File: src/hdl/dstq_pkg.sv
`default_nettype none

package dstq_pkg;

  localparam logic [1:0] KIND_INSERT   = 2'd0;
  localparam logic [1:0] KIND_EXPIRED  = 2'd1;
  localparam logic [1:0] KIND_FINISHED = 2'd2;

  localparam logic OP_INSERT = 1'b0;
  localparam logic OP_POLL   = 1'b1;

  localparam logic STATUS_STORED = 1'b0;
  localparam logic STATUS_FULL   = 1'b1;

  typedef struct packed {
    logic [31:0] deadline;
    logic [7:0]  task_kind;
    logic [31:0] peer_addr;
    logic [31:0] file_ident;
    logic [31:0] fragment_ident;
  } entry_t;

  // controller -> datapath
  typedef struct packed {
    logic capture;     // take the input item
    logic full_reply;  // insert rejected
    logic scan;        // move the insert scan on to the next entry
    logic put;         // write new entry at the slot, reply stored
    logic step;        // move previous entry up into the slot
    logic pop;         // emit head as expired and drop it
    logic finish;      // closing item of a poll
  } dstq_cmd_t;

  // datapath -> controller
  typedef struct packed {
    logic full;
    logic empty;
    logic walk_last;   // one entry left to examine in the insert walk
    logic new_later;   // new deadline strictly after the entry read
    logic head_due;    // head deadline at or before the poll time
  } dstq_status_t;

  // a strictly after b, modulo 2^32
  function automatic logic later_than(input logic [31:0] a, input logic [31:0] b);
    logic [31:0] d;
    d = a - b;
    return (d != 32'd0) && !d[31];
  endfunction

endpackage

`default_nettype wire

File: src/hdl/dstq_ctrl.sv
`default_nettype none

module dstq_ctrl (
  input  wire                   clk,
  input  wire                   rst,
  input  wire                   start,
  input  wire                   opcode,
  input  dstq_pkg::dstq_status_t status,
  output dstq_pkg::dstq_cmd_t    cmd,
  output logic                  busy
);
  import dstq_pkg::*;

  typedef enum logic [2:0] {
    S_IDLE,
    S_INS_SCAN,
    S_INS_WALK,
    S_INS_PUT,
    S_POLL_WALK
  } state_t;

  state_t state;
  state_t state_next;

  assign busy = (state != S_IDLE);

  always_comb begin
    state_next = state;
    cmd        = '0;
    case (state)
      S_IDLE: begin
        if (start) begin
          cmd.capture = 1'b1;
          if (opcode == OP_INSERT) begin
            if (status.full) begin
              cmd.full_reply = 1'b1;
            end else if (status.empty) begin
              state_next = S_INS_PUT;
            end else begin
              state_next = S_INS_SCAN;
            end
          end else begin
            if (status.empty) begin
              cmd.finish = 1'b1;
            end else begin
              state_next = S_POLL_WALK;
            end
          end
        end
      end
      // scan from the head for the first entry not earlier than the new one
      S_INS_SCAN: begin
        if (status.new_later) begin
          if (status.walk_last) begin
            cmd.put    = 1'b1;
            state_next = S_IDLE;
          end else begin
            cmd.scan = 1'b1;
          end
        end else begin
          state_next = S_INS_WALK;
        end
      end
      // shift the remaining entries up one place, from the tail down
      S_INS_WALK: begin
        cmd.step = 1'b1;
        if (status.walk_last) begin
          state_next = S_INS_PUT;
        end
      end
      S_INS_PUT: begin
        cmd.put    = 1'b1;
        state_next = S_IDLE;
      end
      S_POLL_WALK: begin
        if (!status.empty && status.head_due) begin
          cmd.pop = 1'b1;
        end else begin
          cmd.finish = 1'b1;
          state_next = S_IDLE;
        end
      end
      default: begin
        state_next = S_IDLE;
      end
    endcase
  end

  always_ff @(posedge clk) begin
    if (rst) begin
      state <= S_IDLE;
    end else begin
      state <= state_next;
    end
  end

endmodule

`default_nettype wire

File: config.mk
export PLATFORM = sky130hd
export DESIGN_NAME = dstq_ctrl
export DESIGN_NICKNAME = d
export VERILOG_FILES = /design/src/hdl/dstq_pkg.sv /design/src/hdl/dstq_ctrl.sv
export SDC_FILE = /design/constraint.sdc
export NUM_CORES = 1
export LEC_CHECK = 0
export ABC_AREA = 1
export CORE_AREA = 2 2 39 41
export CTS_BUF_LIST = sky130_fd_sc_hd__clkbuf_8
export CTS_CLUSTER_DIAMETER = 120
export DETAILED_ROUTE_END_ITERATION = 6
export DIE_AREA = 0 0 41 43
export DONT_BUFFER_PORTS = 1
export HOLD_SLACK_MARGIN = 0.08
export PLACE_DENSITY = 0.39
export RECOVER_POWER = 100
export SETUP_SLACK_MARGIN = 0.05
export SKIP_LAST_GASP = 1
export SLEW_MARGIN = 10
export SYNTH_ARGS = -nofsm -noshare
export SYNTH_HDL_FRONTEND = slang
export SYNTH_SLANG_ARGS = --single-unit
File: constraint.sdc
create_clock -name clk -period 1.05 [get_ports clk]
set_input_delay 0.0525 -clock clk [delete_from_list [all_inputs] [get_ports clk]]
set_output_delay 0.0525 -clock clk [all_outputs]
set_load 0.1 [all_outputs]
* After elaboration in Yosys (flattened, before gate mapping)
Cells that the tools add are included.
Storage, ports and cells: output and inout port bits 8, input bits 9, word-level logic and storage cells 43, register bits 3
Operators by class: reductions and logical operators 5, muxes and demuxes 27, equality and inequality tests 10
Operators with widths (number):
- $mux 3 | 8
- $mux 1 | 12
- $pmux 3 s4 | 1
- $ne 3x3->1 const B | 3
- $mux 2 | 4
- $eq 3x2->1 const B | 2
- $ne 2x2->1 const B | 3
- $reduce_and 6->1 | 1
- $pmux 1 s2 | 2
- $eq 3x1->1 const B | 1
- $eq 3x3->1 const B | 1
- $logic_not 3->1 | 1
- $reduce_bool 3->1 | 1
- $logic_and 1x1->1 | 1
- $logic_not 1->1 | 1

* Logic depth before layout (Yosys ltp)
Gate-level depths: netlist (run 1).
depth in word-level cells 5, depth in mapped cells 9, gate-level depth less buffers 9

* Worst setup path after synthesis (run 1)
Ideal clock, no wire load.
path kind register -> output, from register state[1], to output cmd[0] (netlist bit), required time 998 ps, cell stages (with the launch flop) 5, buffers on the path 0, setup slack -2240 ps, arrival time 3238 ps, cell sequence dfxtp_1 -> nor2_4 -> nand2_2 -> nor2_1 -> a32o_1
RTL lines:
- from (decl) | RTL line dstq_ctrl.sv:22 | state_t state;
- from (signal assigned) | RTL line dstq_ctrl.sv:93 | state <= state_next;
- to (decl) | RTL line dstq_ctrl.sv:9 | output dstq_pkg::dstq_cmd_t cmd,

==> reports/metrics.csv, run 1 <==
stage,metric,value,unit
status,status,"complete, but fails checks",
status,violations,negative setup slack,
cts,cts_hold_buf,2,
cts,cts_tree,yes,
cts,cts-root-buf,clkbuf_8,
global_route,grt_overflow,0,
die,die_area,0.00176,mm^2
timing,max_slew_margin,82.9,%
layout,drive_gt1_share,63.5,%
logic_synthesis,yosysWarnings,0,
routing,drt_iter0_markers,9,
logic_synthesis,yosys_register_bits,3,
critical_path,worstPathRequired,1.00,ns
timing,setup_viol,11,
pwr,power.total,0.00208,W
timing,skew,0.000856,ns
run,maxCapViolCount,0,
logic_synthesis,synthCells,57,
die,die_x,41,um
cts,numCtsBuffers,3,
layout,ff_latch_area,71.3,um^2
timing,grt_setup_unrepaired,yes,
die,die_y,43,um
timing,layout_setup_ws,-0.279,ns
timing,drv_slew,0,
timing,fin_crit_sh,127,%
cts,clk_latency,0.22,ns
die,core,0.00138,mm^2
timing,final-hold-violation-count,0,
pwr,p_per_area,2540,mW/mm^2
timing,tightest_slew,0.255,ns
place,hpwl,769,um
cts,clk_path_buf_depth,2,
routing,wl_per_cell,12.3,um
logic_synthesis,synth.avg_cell_area,5.69,um^2
place,place.gp.congestion,0.714,
layout,fillCellCount,122,
layout,largest_reg_flops,3,
routing,drt-pass1-iter-count,4,
layout,fin_nets,95,
pwr,ir_worst_vdd,1.90,mV
global_route,grt_pass1_vias,458,
logic_synthesis,syn_nets,66,
critical_path,crit_type,flop to primary output,
timing,fmax,0.752,GHz
die,io_pins,17,
critical_path,start_kind,flop,
place,place.port_buffers,0,
routing,route.detailed.drc,0,
critical_path,crit_path_end_kind,primary output,
logic_synthesis,synth_cell_types,16,
layout,top_regs,state (3),
layout,diodes,0,
routing,wirelength,1240,um
global_route,grt_pass1_wl,1850,um
pwr,p_leak,0.376,nW
cts,cts_htree_levels,1,
routing,vias,478,
layout,largest-register,state,
layout,finalCoreUtilization,59.2,%
cts,clkTransAtPathRegs,0.03,ns
layout,area_delta_synth_final,153,%
die,rows,14,
logic_synthesis,synth_area,324,um^2
routing,drtAntennaViolNets,0,
global_route,track_usage,15.8,%
global_route,grt_max_degree,7,
hold_path,hold_class,primary input to flop,
routing,viasPerCell,4.73,
layout,multi_input_area,317,um^2
timing,period_needed,1.33,ns
die,initial_core_util,23.4,%
critical_path,crit_arrival,1.28,ns
critical_path,worstPathMaxFanout,4,
cts,cts.sinks,3,
global_route,antenna_found_initial,0,
logic_synthesis,seq_area_frac_synth,18.5,%
-- path summary, 6_finish.rpt --
| kind | depth (start not counted) | from | endpoint | slack (ns) |
|---|---|---|---|---|
| max reg2reg | 9 | state[0]$_SDFFE_PP0P_ | state[2]$_SDFFE_PP0P_ | -0.25 |
| min reg2reg | 3 | state[2]$_SDFFE_PP0P_ | state[1]$_SDFFE_PP0P_ | 0.65 |
| max | 4 | state[1]$_SDFFE_PP0P_ | cmd[0] | -0.28 |
| min | 3 | status[2] | state[0]$_SDFFE_PP0P_ | 0.05 |
-- layout by cell type (no fill, tap or decap), drive strengths merged, types with 2 or more instances in the layout --
| master | Yosys | layout |
|---|---|---|
| nor3 | 2 | 2 |
| dfxtp | 3 | 3 |
| dlygate4sd3 | 0 | 2 |
| nand2 | 10 | 10 |
| nand3 | 8 | 8 |
| a21oi | 3 | 3 |
| nand4 | 2 | 2 |
| clkbuf | 0 | 3 |
| buf | 0 | 22 |
| nor2 | 10 | 10 |
| inv | 15 | 13 |
| clkinvlp | 0 | 3 |
| o21ai | 2 | 2 |
-- critical path, cell delays in order, from the launching register on --
cell and delay, ns:
dfxtp_4 0.34, nor2_4 0.21, buf_6 0.13, a32o_4 0.20, buf_12 0.17
-- logic make-up (layout without fill, tap and decap cells) --
group | count (synthesis) | count (layout) | synth area share (%)
buffers and inverters | 15 | 43 | 17.4
flip-flops | 3 | 3 | 18.5
AND/OR/NAND/NOR | 32 | 32 | 51.0
AO/OA/AOI/OAI | 7 | 7 | 13.1
-- stage by stage --
stage	TNS, ns	setup WS (ns)	cells	hold slack [ns]	instance area (um^2)
finish	-2.40	-0.279	101	0.0521	820
CTS	-2.27	-0.283	97	0.0512	749
global placement	-0.398	-0.108	86	0.118	588
detailed placement	-0.387	-0.0816	86	0.117	588
global route	-2.84	-0.321	101	0.0607	820
floorplan	-2.54	-0.742	57	0.112	408
-- metal layers --
layer | vias to the layer above | track usage (%) | share of wire (%)
met2 | 17 | 26.9 | 54
met3 | 2 | 6.28 | 6.2
li1 | 237 | - | -
met1 | 222 | 15.4 | 39
met5 | - | 0 | 0
met4 | 0 | 8.00 | 1.0
-- layout make-up --
| class | count | share of cell area, % |
|---|---|---|
| Inverter | 15 | 8.55 |
| Tap cell | 16 | 2.44 |
| Clock inverter | 1 | 0.458 |
| Sequential cell | 3 | 8.70 |
| Timing Repair Buffer | 24 | 36.2 |
| Multi-Input combinational cell | 39 | 38.6 |
| Clock buffer | 3 | 5.04 |
-- cell usage after synthesis (all sizes together) --
master / n / share of area [%]
dfxtp: 3 / 19
a21oi: 3 / 4.6
nand2: 10 / 13
nor2: 10 / 15
o21ai: 2 / 3.1
a21o: 1 / 2.3
inv: 15 / 17
nand3: 8 / 15
nor3: 2 / 3.1
a32o: 1 / 3.1
nand4: 2 / 3.9
-- power breakdown --
part           internal (W)  switching, W  leakage, nW  total, W
Clock              0.000250     0.0000840       0.0269  0.000334
Sequential         0.000153     0.0000515       0.0267  0.000205
Combinational      0.000641      0.000904        0.322   0.00154
-- timing repair --
action / 4_1_cts / 5_1_grt
pin swaps: 7 / 5
endpoints found under the hold margin: 3 / 1
setup buffers: 5 / 4
resized for setup: 17 / 9
setup endpoints to repair: 11 / 11
Note: power is estimated with default switching activity, not from simulation.
==> inputs of run 2 (changes only) <==
Settings changed: SETUP_SLACK_MARGIN 0.05 to 0.3.
==> reports/metrics.csv, run 2 (synthesis results as in run 1) <==
stage,metric,value,unit
die,io_pins,17,
routing,drtAntennaViolNets,0,
timing,tightest_slew,0.245,ns
critical_path,crit_start,state[1]$_SDFFE_PP0P_,
cts,clkTransAtPathRegs,0.03,ns
timing,whs,0.0553,ns
layout,ff_latch_area,71.3,um^2
layout,area_delta_synth_final,147,%
layout,fin_nets,93,
layout,final_area,801,um^2
cts,clk_path_buf_depth,2,
status,violations,negative setup slack,
timing,skew,0.000282,ns
timing,final-hold-violation-count,0,
critical_path,start_kind,flop,
routing,vias,445,
routing,viasPerCell,4.49,
global_route,grt_pass1_vias,461,
run,maxCapViolCount,0,
cts,cts.sinks,3,
layout,final_common_cell,buf_4,
timing,setup_viol,11,
critical_path,worst-path-buf-inv,1,
place,place_inst,86,
layout,largest_reg_flops,3,
routing,route.detailed.drc,0,
critical_path,crit_arrival,1.28,ns
timing,fmax,0.753,GHz
die,die_x,41,um
global_route,antenna_found_initial,0,
place,place.gp.congestion,0.740,
layout,multi_input_area,319,um^2
die,die_area,0.00176,mm^2
timing,period_needed,1.33,ns
timing,setup_tns,-2.27,ns
critical_path,cp_slowest_cell,dfxtp_4,
cts,clk_latency,0.21,ns
pwr,ir_worst_vdd,1.70,mV
layout,top_regs,state (3),
pwr,p_leak,0.360,nW
timing,layout_setup_ws,-0.278,ns
layout,layout_common_cells,"buf_4 (11), inv_1 (9), buf_12 (8)",
place,hpwl,779,um
cts,cts_htree_levels,1,
layout,finalCoreUtilization,57.9,%
die,die_y,43,um
critical_path,crit_path_end_kind,primary output,
layout,drive_gt1_share,62.7,%
layout,largest-register,state,
global_route,grt_overflow,0,
status,status,"complete, but fails checks",
cts,cts_hold_buf,1,
layout,fillCellCount,132,
pwr,p_per_area,2540,mW/mm^2
timing,fin_crit_sh,126,%
timing,grt_setup_unrepaired,yes,
critical_path,worstPathMaxFanout,4,
cts,cts_tree,yes,
die,initial_core_util,23.4,%
routing,wl_per_cell,10.7,um
cts,cts-root-buf,clkbuf_8,
routing,drt-pass1-iter-count,4,
critical_path,crit_chain,nor2_4 > nand2_8 > nor2_4 > a32o_4 > buf_12,
global_route,grt_max_degree,7,
die,core,0.00138,mm^2
global_route,grt_pass1_wl,1860,um
hold_path,hold_class,primary input to flop,
critical_path,worstPathRequired,1.00,ns
critical_path,cp_top_family,simple AND/OR/NAND/NOR gates,
global_route,track_usage,15.6,%
routing,drt_iter0_markers,3,
layout,diodes,0,
critical_path,rr_startpoint,state[1]$_SDFFE_PP0P_,
critical_path,max_stage_delay,0.34,ns
routing,wirelength,1060,um
die,rows,14,
timing,drv_slew,0,
critical_path,worst_path_most_repeated_cell,nor2_4,
cts,numCtsBuffers,3,
hold_path,min_from,opcode,
timing,max_slew_margin,83.6,%
place,place.port_buffers,0,
layout,stdcell_count,99,
critical_path,crit_type,flop to primary output,
place,dpl_cell_area,588,um^2
run 2: cell types whose count changed in the layout (fill, tap and decap cells not counted), sizes merged:
cell / change
buf: -1
dlygate4sd3: -1
run 2: area by class of cell:
cell class,count,area share [%]
clock buffers,3,5.16
clock inverters,1,0.469
inverters,15,8.75
multi-input cells,39,39.8
flip-flops and latches,3,8.91
well taps,16,2.50
repair buffers,22,34.4
run 2: report_power, final:
part           leakage [nW]  internal (W)  switching, W
sequential           0.0267      0.000154     0.0000604
clock                0.0269      0.000249     0.0000728
combinational         0.306      0.000630      0.000871
total                 0.360       0.00103       0.00100
run 2: final timing paths:
kind                            to  slack [ns]  cells after the start
min reg2reg  state[0]$_SDFFE_PP0P_        0.66                      3
max                         cmd[0]       -0.28                      5
max reg2reg  state[0]$_SDFFE_PP0P_       -0.19                      8
min          state[0]$_SDFFE_PP0P_        0.06                      3
run 2: what timing repair did:
action / 4_1_cts / 5_1_grt
gates resized for setup: 17 / 9
setup buffers: 8 / 0
endpoints found under the hold margin: 3 / 1
setup endpoints to repair: 11 / 11
pin swaps: 11 / 3
run 2: worst reg2reg max path: cells and delay by family (launching register included):
family / cells / cell delay [ns]
buffers and inverters: 3 / 0.34
and+or+nand+nor: 3 / 0.31
AOI/OAI and AO/OA: 2 / 0.19
DFF: 1 / 0.34
run 2: per-stage QoR:
step	power, W	worst slack (ns)
2_1_floorplan	0.00105	-0.742
3_3_place_gp	0.00138	-0.122
3_5_place_dp	0.00138	-0.121
4_1_cts	0.00200	-0.288
5_1_grt	0.00215	-0.319
6_report	0.00204	-0.278
run 2: layer usage:
| metal | up-vias | part of all wire [%] | GRT usage [%] |
|---|---|---|---|
| li1 | 234 | - | - |
| met1 | 200 | 43 | 19.7 |
| met2 | 11 | 52 | 22.5 |
| met3 | 0 | 4.8 | 5.24 |
| met4 | 0 | 0 | 8.00 |
| met5 | - | 0 | 0 |
==> inputs of run 3 (changes only) <==
Settings changed: SKIP_LAST_GASP 1 to not set, SLEW_MARGIN 10 to 20.
==> reports/metrics.csv, run 3 (synthesis results as in run 1) <==
stage,metric,value,unit
global_route,track_usage,15.6,%
place,place.port_buffers,0,
routing,drt-pass1-iter-count,2,
routing,viasPerCell,4.49,
global_route,grt_pass1_wl,1860,um
routing,wirelength,1050,um
timing,fin_crit_sh,127,%
global_route,grt_overflow,0,
layout,final_common_cell,buf_4,
critical_path,worstPathRequired,1.00,ns
routing,drtAntennaViolNets,0,
die,die_x,41,um
pwr,ir_worst_vdd,1.70,mV
critical_path,max_stage_delay,0.34,ns
die,die_area,0.00176,mm^2
die,io_pins,17,
timing,layout_setup_ws,-0.280,ns
status,violations,negative setup slack,
place,place_inst,86,
cts,clkTransAtPathRegs,0.03,ns
timing,grt_setup_unrepaired,yes,
critical_path,start_kind,flop,
die,core,0.00138,mm^2
global_route,antenna_found_initial,0,
timing,max_slew_margin,83.6,%
die,initial_core_util,23.4,%
place,hpwl,779,um
die,die_y,43,um
timing,tightest_slew,0.245,ns
cts,cts_htree_levels,1,
layout,fin_nets,93,
routing,routed-wl-met3,44,um
routing,route.detailed.drc,0,
cts,clk_path_buf_depth,2,
critical_path,crit_path_end_kind,primary output,
layout,largest-register,state,
timing,final-hold-violation-count,0,
cts,cts.sinks,3,
layout,stdcell_count,99,
status,status,"complete, but fails checks",
timing,fmax,0.752,GHz
timing,skew,0.00112,ns
place,place.gp.congestion,0.740,
die,rows,14,
pwr,p_per_area,2540,mW/mm^2
timing,period_needed,1.33,ns
critical_path,crit_chain,nor2_4 > nand2_8 > nor2_4 > a32o_4 > buf_12,
layout,area_delta_synth_final,149,%
hold_path,hold_class,primary input to flop,
run,maxCapViolCount,0,
cts,cts-root-buf,clkbuf_8,
global_route,grt_pass1_vias,461,
layout,drive_gt1_share,63.9,%
layout,diodes,0,
cts,clk_latency,0.21,ns
place,place_ws,-0.121,ns
timing,setup_tns,-2.29,ns
routing,top_layer_used,met3,
critical_path,cp_slowest_cell,dfxtp_4,
layout,top_regs,state (3),
cts,cts_tree,yes,
global_route,grt_max_degree,7,
layout,layout_common_cells,"buf_4 (11), inv_1 (9), buf_12 (8)",
layout,finalCoreUtilization,58.2,%
critical_path,worstPathMaxFanout,4,
layout,largest_reg_flops,3,
critical_path,crit_arrival,1.28,ns
pwr,power.total,0.00205,W
routing,vias,445,
pwr,p_leak,0.361,nW
cts,numCtsBuffers,3,
critical_path,worst_path_most_repeated_cell,nor2_4,
routing,wl_met1,450,um
timing,setup_viol,11,
routing,wl_per_cell,10.6,um
timing,drv_slew,0,
cts,cts_hold_buf,1,
routing,drt_iter0_markers,2,
critical_path,crit_type,flop to primary output,
routing,wl_met2,557,um
run 3: cell counts in the layout (fill, tap and decap cells not counted):
Identical to the previous run, type by type.
run 3: metal layers:
layer | track usage (%) | vias to the layer above
met4 | 8.00 | 0
met5 | 0 | -
met3 | 5.24 | 0
met2 | 22.5 | 9
met1 | 19.7 | 200
li1 | - | 236
run 3: timing repair:
action,CTS,global route
buffers inserted,8,0
hold endpoints to repair,3,1
gates resized for setup,17,11
endpoints found under the setup margin,11,11
pin swaps,11,3
run 3: area by class of cell:
cell class,instances,area [um^2]
fillers,130,578
multi-input cells,39,322
repair buffers,22,275
inverters,15,72.6
flip-flops and latches,3,71.3
clock buffers,3,41.3
well taps,16,20.0
clock inverters,1,3.75
run 3: worst max-delay path, delay by kind of cell, from the launching register on:
family | cells | cell delay, ns
flops | 1 | 0.34
compound gates | 1 | 0.15
buf+inv | 1 | 0.17
simple gates | 3 | 0.40
run 3: path summary, 6_finish.rpt:
check                         from               endpoint  slack [ns]  cells after the start
max          state[1]$_SDFFE_PP0P_                 cmd[0]       -0.28                      5
min                         opcode  state[0]$_SDFFE_PP0P_        0.06                      3
max reg2reg  state[1]$_SDFFE_PP0P_  state[0]$_SDFFE_PP0P_       -0.19                      8
min reg2reg  state[0]$_SDFFE_PP0P_  state[0]$_SDFFE_PP0P_        0.66                      4
run 3: metrics by stage:
stage	hold slack (ns)	cell area [um^2]
2_1_floorplan	0.112	408
5_1_grt	0.0733	806
6_report	0.0557	806
3_5_place_dp	0.114	588
4_1_cts	0.0586	771
3_3_place_gp	0.114	588
run 3: power by group:
group / total [W] / switching (W) / internal (W)
clock: 0.000323 / 0.0000740 / 0.000249
sequential: 0.000220 / 0.0000660 / 0.000154
combinational: 0.00150 / 0.000871 / 0.000633
total: 0.00205 / 0.00101 / 0.00104
